==> src/design/dcs_pkg.sv <==
// ----------------------------------------------------------------------------
// dcs_pkg: shared types and constants for dose coverage statistics
// Holds statistic codes, the dose level table and the update control struct.
// ----------------------------------------------------------------------------
package dcs_pkg;

  localparam int PRESC_W    = 16;
  localparam int VALUE_W    = 40;
  localparam int CODE_W     = 4;
  localparam int NUM_LEVELS = 8;
  localparam int NUM_STATS  = 14;
  localparam int PCT_W      = 7;

  // Dose levels in percent of the prescription.
  localparam logic [PCT_W-1:0] LEVEL_PCT [NUM_LEVELS] = '{
    7'd90, 7'd95, 7'd98, 7'd100, 7'd105, 7'd107, 7'd110, 7'd120
  };

  localparam logic [PCT_W-1:0] DOSE_SCALE = 7'd100;

  typedef enum logic [CODE_W-1:0] {
    CODE_TGT_MIN = 4'd0,
    CODE_TGT_MAX = 4'd1,
    CODE_TGT_SUM = 4'd2,
    CODE_LVL_90  = 4'd3,
    CODE_LVL_95  = 4'd4,
    CODE_LVL_98  = 4'd5,
    CODE_LVL_100 = 4'd6,
    CODE_LVL_105 = 4'd7,
    CODE_LVL_107 = 4'd8,
    CODE_LVL_110 = 4'd9,
    CODE_LVL_120 = 4'd10,
    CODE_ORG_MIN = 4'd11,
    CODE_ORG_MAX = 4'd12,
    CODE_ORG_SUM = 4'd13
  } stat_code_e;

  // Update control from the input stage to the accumulators.
  typedef struct packed {
    logic apply;  // a voxel word is retired this cycle
    logic last;   // that word closes the volume: clear after it
  } upd_t;

endpackage

==> src/design/dcs_track.sv <==
// ----------------------------------------------------------------------------
// dcs_track: minimum, maximum and saturating sum of dose for one voxel set
// Presents the post-update values and clears to the empty set on last word.
// ----------------------------------------------------------------------------
module dcs_track #(
  parameter int DOSE_BITS = 16,
  parameter int SUM_W     = 40
) (
  input  logic                 clk_i,
  input  logic                 rst_ni,
  input  dcs_pkg::upd_t        upd_i,
  input  logic                 hit_i,
  input  logic [DOSE_BITS-1:0] dose_i,
  output logic [DOSE_BITS-1:0] min_nx_o,
  output logic [DOSE_BITS-1:0] max_nx_o,
  output logic [SUM_W-1:0]     sum_nx_o
);

  logic [DOSE_BITS-1:0] min_q, max_q;
  logic [SUM_W-1:0]     sum_q;
  logic [SUM_W:0]       sum_ext;
  logic                 take;

  assign take    = upd_i.apply & hit_i;
  assign sum_ext = {1'b0, sum_q} + (SUM_W+1)'(dose_i);

  always_comb begin
    min_nx_o = min_q;
    max_nx_o = max_q;
    sum_nx_o = sum_q;
    if (take) begin
      if (dose_i < min_q) min_nx_o = dose_i;
      if (dose_i > max_q) max_nx_o = dose_i;
      // saturate on carry out of the sum width
      sum_nx_o = sum_ext[SUM_W] ? '1 : sum_ext[SUM_W-1:0];
    end
  end

  always_ff @(posedge clk_i or negedge rst_ni) begin
    if (!rst_ni) begin
      min_q <= '1;
      max_q <= '0;
      sum_q <= '0;
    end else if (upd_i.apply && upd_i.last) begin
      min_q <= '1;
      max_q <= '0;
      sum_q <= '0;
    end else begin
      min_q <= min_nx_o;
      max_q <= max_nx_o;
      sum_q <= sum_nx_o;
    end
  end

endmodule

==> src/design/dcs_level.sv <==
// ----------------------------------------------------------------------------
// dcs_level: dose level thresholds and saturating target voxel counters
// Holds prescription times each level; counts voxels with dose*100 at or above.
// ----------------------------------------------------------------------------
module dcs_level #(
  parameter int DOSE_BITS = 16,
  parameter int CNT_W     = 25
) (
  input  logic                        clk_i,
  input  logic                        rst_ni,
  input  logic                        cfg_we_i,
  input  logic [dcs_pkg::PRESC_W-1:0] cfg_wdata_i,
  input  dcs_pkg::upd_t               upd_i,
  input  logic                        hit_i,
  input  logic [DOSE_BITS-1:0]        dose_i,
  output logic [CNT_W-1:0]            cnt_nx_o [dcs_pkg::NUM_LEVELS]
);

  localparam int ThrW = dcs_pkg::PRESC_W + dcs_pkg::PCT_W;
  localparam int CmpW = (DOSE_BITS > dcs_pkg::PRESC_W ? DOSE_BITS : dcs_pkg::PRESC_W)
                        + dcs_pkg::PCT_W;

  logic [ThrW-1:0]  thr_q [dcs_pkg::NUM_LEVELS];
  logic [CNT_W-1:0] cnt_q [dcs_pkg::NUM_LEVELS];
  logic [CmpW-1:0]  dose_x100;

  assign dose_x100 = CmpW'(dose_i) * CmpW'(dcs_pkg::DOSE_SCALE);

  always_comb begin
    for (int i = 0; i < dcs_pkg::NUM_LEVELS; i++) begin
      cnt_nx_o[i] = cnt_q[i];
      if (upd_i.apply && hit_i && (dose_x100 >= CmpW'(thr_q[i])) && (cnt_q[i] != '1)) begin
        cnt_nx_o[i] = cnt_q[i] + CNT_W'(1);
      end
    end
  end

  always_ff @(posedge clk_i or negedge rst_ni) begin
    if (!rst_ni) begin
      for (int i = 0; i < dcs_pkg::NUM_LEVELS; i++) begin
        thr_q[i] <= '0;
        cnt_q[i] <= '0;
      end
    end else begin
      for (int i = 0; i < dcs_pkg::NUM_LEVELS; i++) begin
        if (cfg_we_i) begin
          thr_q[i] <= ThrW'(cfg_wdata_i) * ThrW'(dcs_pkg::LEVEL_PCT[i]);
        end
        cnt_q[i] <= (upd_i.apply && upd_i.last) ? '0 : cnt_nx_o[i];
      end
    end
  end

endmodule

==> src/design/dcs_report.sv <==
// ----------------------------------------------------------------------------
// dcs_report: report snapshot and word serialiser
// Captures all statistics at once and sends them out one word per code.
// ----------------------------------------------------------------------------
module dcs_report (
  input  logic                        clk_i,
  input  logic                        rst_ni,
  input  logic                        load_i,
  input  logic [dcs_pkg::VALUE_W-1:0] vals_i [dcs_pkg::NUM_STATS],
  output logic                        free_o,
  output logic                        m_axis_tvalid_o,
  input  logic                        m_axis_tready_i,
  output logic [dcs_pkg::VALUE_W-1:0] m_axis_tdata_o,
  output logic [dcs_pkg::CODE_W-1:0]  m_axis_tuser_o,
  output logic                        m_axis_tlast_o
);

  logic [dcs_pkg::VALUE_W-1:0] snap_q [dcs_pkg::NUM_STATS];
  dcs_pkg::stat_code_e         code_q, code_d;
  logic                        busy_q, busy_d;
  logic                        fire, end_word;

  assign fire     = busy_q & m_axis_tready_i;
  assign end_word = (code_q == dcs_pkg::CODE_ORG_SUM);
  assign free_o   = !busy_q || (fire && end_word);

  assign m_axis_tvalid_o = busy_q;
  assign m_axis_tdata_o  = snap_q[code_q];
  assign m_axis_tuser_o  = code_q;
  assign m_axis_tlast_o  = end_word;

  always_comb begin
    busy_d = busy_q;
    code_d = code_q;
    if (fire) begin
      if (end_word) begin
        busy_d = 1'b0;
      end else begin
        code_d = dcs_pkg::stat_code_e'(code_q + 4'd1);
      end
    end
    if (load_i) begin
      busy_d = 1'b1;
      code_d = dcs_pkg::CODE_TGT_MIN;
    end
  end

  always_ff @(posedge clk_i or negedge rst_ni) begin
    if (!rst_ni) begin
      busy_q <= 1'b0;
      code_q <= dcs_pkg::CODE_TGT_MIN;
    end else begin
      busy_q <= busy_d;
      code_q <= code_d;
    end
  end

  always_ff @(posedge clk_i) begin
    if (load_i) begin
      snap_q <= vals_i;
    end
  end

endmodule

==> src/design/dose_coverage_statistics.sv <==
// ----------------------------------------------------------------------------
// dose_coverage_statistics: per-volume dose statistics over a voxel stream
// Tracks target and organ-at-risk min/max/sum and target dose level counts.
// ----------------------------------------------------------------------------
// Usage:
//   Voxel words enter on the s_axis channel: tdata carries the dose, tuser
//   the region flags and tlast marks the final voxel of a volume. One word
//   is taken per cycle while no final voxel is held; each word waits in the
//   input register and is folded into the accumulators (compare and add).
//   cfg_we_i / cfg_wdata_i write the prescription dose; write it only while
//   no word is in flight. Each level threshold is registered at that write.
//   When the final voxel is retired, all 14 statistics are captured into a
//   report snapshot and the accumulators return to the empty set, so the
//   next volume streams straight on. The first report word is valid once
//   the snapshot has been loaded; the report then leaves on m_axis at one
//   word per cycle while the receiver is ready, in code order, tuser holding
//   the code and tlast set on the organ sum.
//   Voxels are taken at one per cycle, but a final voxel holds in the input
//   register (tready low) until the previous report has fully drained.
//   A receiver stall holds the current report word and only back-pressures
//   the input once a further final voxel arrives.
//   Reset clears the prescription, the accumulators and both valid flags.
// ----------------------------------------------------------------------------
module dose_coverage_statistics #(
  parameter int MAX_VOXELS_LOG2 = 24,
  parameter int DOSE_BITS       = 16
) (
  input  logic                        clk_i,
  input  logic                        rst_ni,
  // configuration
  input  logic                        cfg_we_i,
  input  logic [dcs_pkg::PRESC_W-1:0] cfg_wdata_i,
  // voxel input
  input  logic                        s_axis_tvalid_i,
  output logic                        s_axis_tready_o,
  input  logic [((DOSE_BITS+7)/8)*8-1:0] s_axis_tdata_i,  // voxel_dose
  input  logic [2:0]                  s_axis_tuser_i,  // in_roi, in_target, in_organ
  input  logic                        s_axis_tlast_i,  // final_voxel
  // report output
  output logic                        m_axis_tvalid_o,
  input  logic                        m_axis_tready_i,
  output logic [dcs_pkg::VALUE_W-1:0] m_axis_tdata_o,  // stat_value
  output logic [dcs_pkg::CODE_W-1:0]  m_axis_tuser_o,  // stat_code
  output logic                        m_axis_tlast_o   // report_end
);

  localparam int SumW = MAX_VOXELS_LOG2 + DOSE_BITS;
  localparam int CntW = MAX_VOXELS_LOG2 + 1;

  // input register
  logic                 vld_q;
  logic [DOSE_BITS-1:0] dose_q;
  logic                 roi_q, tgt_q, org_q, last_q;

  logic          free, retire, s_fire;
  dcs_pkg::upd_t upd;

  logic [DOSE_BITS-1:0]        tgt_min, tgt_max, org_min, org_max;
  logic [SumW-1:0]             tgt_sum, org_sum;
  logic [CntW-1:0]             cnt_nx [dcs_pkg::NUM_LEVELS];
  logic [dcs_pkg::VALUE_W-1:0] vals [dcs_pkg::NUM_STATS];

  // A non-final word always retires; a final one waits for the snapshot.
  assign retire          = vld_q & (!last_q | free);
  assign s_axis_tready_o = !vld_q | retire;
  assign s_fire          = s_axis_tvalid_i & s_axis_tready_o;

  assign upd.apply = retire;
  assign upd.last  = last_q;

  always_ff @(posedge clk_i or negedge rst_ni) begin
    if (!rst_ni) begin
      vld_q <= 1'b0;
    end else if (s_axis_tready_o) begin
      vld_q <= s_axis_tvalid_i;
    end
  end

  always_ff @(posedge clk_i) begin
    if (s_fire) begin
      dose_q <= s_axis_tdata_i[DOSE_BITS-1:0];
      roi_q  <= s_axis_tuser_i[0];
      tgt_q  <= s_axis_tuser_i[1];
      org_q  <= s_axis_tuser_i[2];
      last_q <= s_axis_tlast_i;
    end
  end

  dcs_track #(
    .DOSE_BITS (DOSE_BITS),
    .SUM_W     (SumW)
  ) u_tgt (
    .clk_i    (clk_i),
    .rst_ni   (rst_ni),
    .upd_i    (upd),
    .hit_i    (roi_q & tgt_q),
    .dose_i   (dose_q),
    .min_nx_o (tgt_min),
    .max_nx_o (tgt_max),
    .sum_nx_o (tgt_sum)
  );

  dcs_track #(
    .DOSE_BITS (DOSE_BITS),
    .SUM_W     (SumW)
  ) u_org (
    .clk_i    (clk_i),
    .rst_ni   (rst_ni),
    .upd_i    (upd),
    .hit_i    (roi_q & org_q),
    .dose_i   (dose_q),
    .min_nx_o (org_min),
    .max_nx_o (org_max),
    .sum_nx_o (org_sum)
  );

  dcs_level #(
    .DOSE_BITS (DOSE_BITS),
    .CNT_W     (CntW)
  ) u_level (
    .clk_i       (clk_i),
    .rst_ni      (rst_ni),
    .cfg_we_i    (cfg_we_i),
    .cfg_wdata_i (cfg_wdata_i),
    .upd_i       (upd),
    .hit_i       (roi_q & tgt_q),
    .dose_i      (dose_q),
    .cnt_nx_o    (cnt_nx)
  );

  // Gather the post-update statistics in code order for the snapshot.
  always_comb begin
    vals[dcs_pkg::CODE_TGT_MIN] = dcs_pkg::VALUE_W'(tgt_min);
    vals[dcs_pkg::CODE_TGT_MAX] = dcs_pkg::VALUE_W'(tgt_max);
    vals[dcs_pkg::CODE_TGT_SUM] = dcs_pkg::VALUE_W'(tgt_sum);
    for (int i = 0; i < dcs_pkg::NUM_LEVELS; i++) begin
      vals[int'(dcs_pkg::CODE_LVL_90) + i] = dcs_pkg::VALUE_W'(cnt_nx[i]);
    end
    vals[dcs_pkg::CODE_ORG_MIN] = dcs_pkg::VALUE_W'(org_min);
    vals[dcs_pkg::CODE_ORG_MAX] = dcs_pkg::VALUE_W'(org_max);
    vals[dcs_pkg::CODE_ORG_SUM] = dcs_pkg::VALUE_W'(org_sum);
  end

  dcs_report u_report (
    .clk_i           (clk_i),
    .rst_ni          (rst_ni),
    .load_i          (retire & last_q),
    .vals_i          (vals),
    .free_o          (free),
    .m_axis_tvalid_o (m_axis_tvalid_o),
    .m_axis_tready_i (m_axis_tready_i),
    .m_axis_tdata_o  (m_axis_tdata_o),
    .m_axis_tuser_o  (m_axis_tuser_o),
    .m_axis_tlast_o  (m_axis_tlast_o)
  );

endmodule

==> config.mk <==
export PLATFORM = sky130hd
export DESIGN_NAME = dose_coverage_statistics
export DESIGN_NICKNAME = d
export VERILOG_FILES = /design/src/design/dcs_pkg.sv /design/src/design/dcs_track.sv /design/src/design/dcs_level.sv /design/src/design/dcs_report.sv /design/src/design/dose_coverage_statistics.sv
export SDC_FILE = /design/constraint.sdc
export NUM_CORES = 2
export LEC_CHECK = 0
export BUFFER_PORTS_ARGS = -buffer_cell sky130_fd_sc_hd__buf_2
export CAP_MARGIN = 20
export CORE_MARGIN = 3
export CORE_UTILIZATION = 60
export CTS_BUF_LIST = sky130_fd_sc_hd__clkbuf_2
export CTS_CLUSTER_DIAMETER = 100
export DETAILED_ROUTE_END_ITERATION = 8
export PLACE_DENSITY = 0.76
export SYNTH_ARGS = -nofsm -noshare
export SYNTH_HDL_FRONTEND = slang
export SYNTH_SLANG_ARGS = --single-unit
==> constraint.sdc <==
create_clock -name clk_i -period 15 [get_ports clk_i]
set_input_delay 2.25 -clock clk_i [delete_from_list [all_inputs] [get_ports clk_i]]
set_output_delay 2.25 -clock clk_i [all_outputs]
set_load 0.05 [all_outputs]
* Word level (Yosys, flattened, before mapping)
Index checks and enable logic that the tools add are counted.
** Operators by class
- $add $sub $neg :: 11
- Multiply operators :: 9
- Divide/modulo/power cells :: 0
- $lt $le $gt $ge :: 13
- Eq/ne operators :: 10
- Shift operators :: 0
- Multiplexer cells :: 43
- Bitwise operators :: 11
- Reductions and logical operators :: 27
** Operator list (count)
- 2-to-1 mux 25 bit :: 16
- 2-to-1 mux 40 bit :: 8
- adder 25 x 1 -> 25 bit, second input constant :: 8
- != test 25 bit, second input constant :: 8
- 2-to-1 mux 16 bit :: 12
- greater-or-equal comparator 23 bit :: 8
- binary-select mux 40 bit (select 4 bit) :: 1
- adder 40 x 16 -> 41 bit :: 2
- multiplier 16 x 7 -> 23 bit, second input constant :: 3
- multiplier 16 x 6 -> 22 bit, second input constant :: 3
- multiplier 16 x 5 -> 21 bit, second input constant :: 2
- greater-than comparator 16 bit :: 2
- < comparator 16 bit :: 2
- multiplier 16 x 4 -> 20 bit, second input constant :: 1
- logical AND 1 bit :: 19
- 2-to-1 mux 4 bit :: 3
- AND 1 bit :: 8
- greater-or-equal comparator 5 bit, second input constant :: 1
- inverter 4 -> 5 bit :: 1
- adder 4 x 1 -> 4 bit, second input constant :: 1
- == test 4 bit, second input constant :: 1
- AND reduction 2 bit :: 2
- nonzero test 2 bit :: 2
- logical NOT 1 bit :: 3
- 4 further kinds :: 7
** Word-level totals
- Register bits :: 890
- Bits in latches :: 0
- Bits in writable memories :: 0
- Memory bits (read-only) :: 0
- Input bits :: 41
- Output and inout bits :: 47
- Logic and storage cells :: 168
- Memories kept :: 0

* Depth between registers and ports, before layout
- Depth in word-level cells :: 10
- Gate-level depth with buffers :: 26
- Gate-level depth less buffers :: 24

* Cells and area by module
A second synthesis with hierarchy kept.
** Unflattened totals
- Cell total of the unflattened synthesis :: 6193
- Area total of the unflattened synthesis :: 68612.1 µm²
** Modules (own cells, without submodules)
- dcs_level :: instances 1, cells each 3822, area an instance 34958.5 µm², sequential area each 8933.6 µm²
- dcs_report :: instances 1, cells each 1029, area an instance 21777.1 µm², sequential area each 16941.2 µm²
- dcs_track :: instances 2, cells each 656, area an instance 5590.4 µm², sequential area each 1821.7 µm²
- dose_coverage_statistics :: instances 1, cells each 30, area an instance 695.7 µm², sequential area each 625.6 µm²

* Worst setup path after synthesis
OpenSTA, ideal clock, no wires.
- Kind :: input to register
- Start :: input port m_axis_tready_i
- End :: register u_report.snap_q[0] in the netlist's numbering, enable pin
- Arrival time :: 12.623 ns
- Required time :: 14.157 ns
- Path slack :: 1.534 ns
- Cell stages on the path :: 6
- Buffers on the path :: 2
- Cells stage by stage :: nand4_1 nand2_1 nand3_1 inv_1 clkbuf_1 clkbuf_1
** Between the ends
- Longest elaborated chain between the ends :: 6
** RTL lines
- start, declared :: line dose_coverage_statistics.sv:41 : input logic m_axis_tready_i,
- AND 1 bit :: line dcs_report.sv:23 : assign fire = busy_q & m_axis_tready_i;
- logical AND 1 bit :: line dcs_report.sv:25 : assign free_o = !busy_q || (fire && end_word);
- logical OR 1 bit :: line dcs_report.sv:25
- OR 1 bit :: line dose_coverage_statistics.sv:64 : assign retire = vld_q & (!last_q | free);
- AND 1 bit :: line dose_coverage_statistics.sv:64
- AND 1 bit :: line dose_coverage_statistics.sv:147 : .load_i (retire & last_q),
- end signal, assigned :: line dcs_report.sv:60 : snap_q <= vals_i;
- end, declared :: line dcs_report.sv:18 : logic [dcs_pkg::VALUE_W-1:0] snap_q [dcs_pkg::NUM_STATS];
Every way passes these cells.
A chain may end at the register's enable or synchronous reset.

* Final worst setup path
- Start :: register u_report.code_q[0], in the netlist u_report.m_axis_tuser_o[0]
- End :: output port m_axis_tdata_o[1] in the netlist's numbering
** Between the ends
- Longest elaborated chain between the ends :: 4
** RTL lines
- start, declared :: line dcs_report.sv:19 : dcs_pkg::stat_code_e code_q, code_d;
- start signal, assigned :: line dcs_report.sv:51 : code_q <= dcs_pkg::CODE_TGT_MIN;
- start signal, assigned :: line dcs_report.sv:54 : code_q <= code_d;
- inverter 4 -> 5 bit (not written as such) :: line dcs_report.sv:28 : assign m_axis_tdata_o = snap_q[code_q];
- binary-select mux 40 bit (select 4 bit) :: line dcs_report.sv:28
- 2-to-1 mux 40 bit (not written as such) (2 in a row) :: line dcs_report.sv:28
- end, declared :: line dose_coverage_statistics.sv:42 : output logic [dcs_pkg::VALUE_W-1:0] m_axis_tdata_o,
Every way passes these cells. The select of a mux whose other input is x is not followed.

==> summary.txt <==
Clock tree
  • Hold-fix buffer count after cts: 0
  • CTS Buffer Depth: 3
  • CTS tree: yes
  • CTS buffer count: 216
  • Post CTS Setup Buffer Count: 0
  • Clk sinks: 871
  • Cts repair resizes: 0
  • Htree depth: 4
  • Clk root buf: clkbuf_2
  • Worst skew pair latency: 1.52 ns
  • Reg clk slew, reported paths: 0.12 ns

Worst setup path
  • Reg-to-reg slack, setup: 7.44 ns
  • Reg-to-reg endpoint: u_report.snap_q[220]
  • Crit-path cells: buf_4, buf_4, mux4_2, mux2i_1, nor2_1, a21oi_1, o21ai_0, buf_2
  • Setup crit start kind: flop
  • Critical Path End Type: output port
  • Worst reg-to-reg path cell count: 21
  • CP peak stage delay: 0.80 ns
  • Crit path DAT: 5.40 ns
  • Critical path capture point: m_axis_tdata_o[1]
  • Critical path class: reg2out
  • Top cell by count, worst path: buf_4
  • Worst Setup SP: u_report.m_axis_tuser_o[0]
  • R2R Path Start: dose_q[2]
  • CP required: 12.75 ns
  • Critical-path top delay cell: dfrtp_4
  • Worst-path fanout max: 46

Flow run
  • MaxCap Viol Count: 0

Timing
  • Setup Total Neg Slack: 0 ns
  • Hold slack final: 0.514 ns
  • Crit path time final: 7.65 ns
  • Slew Viols, Final: 0
  • Least-Margin Pin Slew: 1.10 ns
  • Count of final setup violators: 0
  • Fmax achieved: 131 MHz
  • Tcrit/Tclk final: 51.0%
  • RSZ-0062 raised after global routing: no
  • Setup WS post-layout: 7.35 ns
  • Worst relative slew slack: 26.6%
  • Skew final: 0.135 ns
  • Fin. Hold Viols: 0

Detailed routing
  • Met2 wire len: 73,100 microns
  • DR WL/cell: 21.7 microns
  • Drt first-iter violations: 3,951
  • Final WL: 158,000 microns
  • Drt first pass iters: 8
  • DRC: 0
  • WL met3: 12,000 microns
  • Vias per cell: 6.04
  • Post-DRT Antenna Nets: 0
  • DRT met1 WL: 65,800 microns
  • Vias: 44,000
  • Uppermost layer routed: met5

Outcome
  • Status: complete, no violations

Synth
  • Top cells by area, synth: dfrtp_1 (20%), edfxtp_1 (19%), ha_1 (12%), fa_1 (7.2%), inv_1 (3.8%)
  • Post-synthesis cell type count: 85
  • Asr flop ratio synth: 58.2%
  • Syn Std Cell Area: 0.0590 sq mm
  • Avg Inst Size Synth: 10.5 sq um
  • Top-count cell post-synth: inv_1
  • Share of the synthesized area in the top cell type: 20.1%
  • Synth top cells by count: inv_1 (599), ha_1 (577), dfrtp_1 (475), nand2_1 (373), edfxtp_1 (364)
  • Post-Synthesis Cells: 5,624
  • Seq/Total Area, Yosys: 40.1%
  • #FFs+latches synth: 871
  • Syn_nets: 6,453
  • EDFF count, synth: 364
  • Synth area leader: dfrtp_1
  • Top_reg_cell synth: dfrtp_1
  • Yosys warns: 0

Place
  • Routability-driven placement congestion ratio: 0.968
  • Detailed placer's ending HPWL: 117,000 microns
  • Count of input and output buffers: 87
  • Post-DP Area: 0.0609 sq mm
  • Pre-CTS WS: 7.46 ns

Finish
  • Fin util: 64.9%
  • Register area: 0.0237 sq mm
  • Area Overhead vs Synth: 6.85%
  • Fin area: 0.0631 sq mm
  • Total Nets Final: 6,646
  • Share of cells above drive strength 1: 11.4%
  • Multi-input gate area: 0.0324 sq mm
  • Filler instances: 7,698

Power
  • Max IR drop VDD: 0.000127 V
  • Leakage power: 0.0301 uW
  • Pwr dens: 189 mW/mm^2

Global routing
  • Largest net degree at the start of global routing: 189
  • First-pass GRT wire length: 246,000 microns
  • Antenna violations before repair: 6
  • Vias in the first global route: 43,900
  • Grt total ovfl: 0
  • Tot GR Track Use: 30.9%

Floorplan
  • Die X: 320 microns
  • Die height: 320 microns
  • FP Rows: 114
  • Core area: 0.0971 sq mm
  • I/O pins: 88
  • Initial Util: 60.8%
  • Die area: 0.102 sq mm

Hold path
  • Hold/Removal Path Class: reg2reg
## critical path: cells and delay by family (launching register included)
family | cells | cell delay [ns]
multiplexers | 2 | 0.86
buffers and inverters | 3 | 1.62
flip-flops | 1 | 0.80
AO/OA/AOI/OAI | 2 | 0.54
AND/OR/NAND/NOR | 1 | 0.06
## layout make-up
class | instances | area share (%)
multi-input cells | 3979 | 51.4
flip-flops and latches | 871 | 37.5
inverters | 600 | 3.58
clock buffers | 331 | 2.63
well taps | 1276 | 2.53
repair buffers | 149 | 1.55
clock inverters | 73 | 0.752
diodes | 4 | 0.0159
## sequential cells by signal (all words and copies together) (netlist names), 16 cells and up
| name | cells |
|---|---|
| u_org.max_q | 16 |
| u_org.min_q | 16 |
| u_tgt.min_q | 16 |
| u_level.thr_q | 157 |
| u_tgt.sum_q | 40 |
| u_org.sum_q | 40 |
| dose_q | 16 |
| u_report.snap_q | 344 |
| u_level.cnt_q | 200 |
| u_tgt.max_q | 16 |
## cells by family after synthesis
| kind of cell | synth area share, % |
|---|---|
| simple gates | 13.7 |
| flops | 40.1 |
| buf+inv | 5.02 |
| mux | 6.36 |
| fa+ha+maj | 19.4 |
| compound gates | 10.3 |
| xor+xnor | 5.12 |
## placed cells by master, fill, tap and decap left out, types with 195 or more instances in the layout
master / count
fa_1: 211
clkbuf_2: 331
and2_1: 222
xnor2_1: 202
mux2i_1: 195
a21oi_1: 276
edfxtp_1: 364
ha_1: 577
inv_1: 598
dfrtp_1: 472
o21ai_0: 258
nand2_1: 373
nor2_1: 290
## power by group
| group | leakage, uW | total (uW) | switching (uW) | internal, uW |
|---|---|---|---|---|
| clock network | 0.00160 | 1710 | 1030 | 688 |
| registers | 0.00991 | 3260 | 228 | 3030 |
| logic | 0.0186 | 6930 | 4310 | 2620 |
## per-layer routing
| metal | GRT usage, % | vias up |
|---|---|---|
| li1 | - | 20300 |
| met1 | 41.2 | 21600 |
| met2 | 49.7 | 1787 |
| met3 | 5.70 | 339 |
| met4 | 13.8 | 2 |
| met5 | 0 | - |
## stage by stage
stage	instances	power, uW
2_1_floorplan	5624	8010
3_3_place_gp	6874	9810
3_5_place_dp	6874	10000
4_1_cts	7278	11800
5_1_grt	7281	12800
6_report	7283	11900
## how the worst min path moves through the flow
stage,startpoint,end,slack (ns),cells after the start
after CTS,u_tgt.max_q[3],u_report.snap_q[483],0.51,1
after global placement,u_org.sum_q[36],u_org.sum_q[36],0.49,1
after global routing,u_level.cnt_q[99],u_level.cnt_q[99],0.55,1
after floorplan,u_level.thr_q[178],u_level.thr_q[178],0.44,2
final,u_tgt.max_q[3],u_report.snap_q[483],0.51,1
after detailed placement,u_org.sum_q[38],u_org.sum_q[38],0.51,1
(Power assumes the default switching activity.)
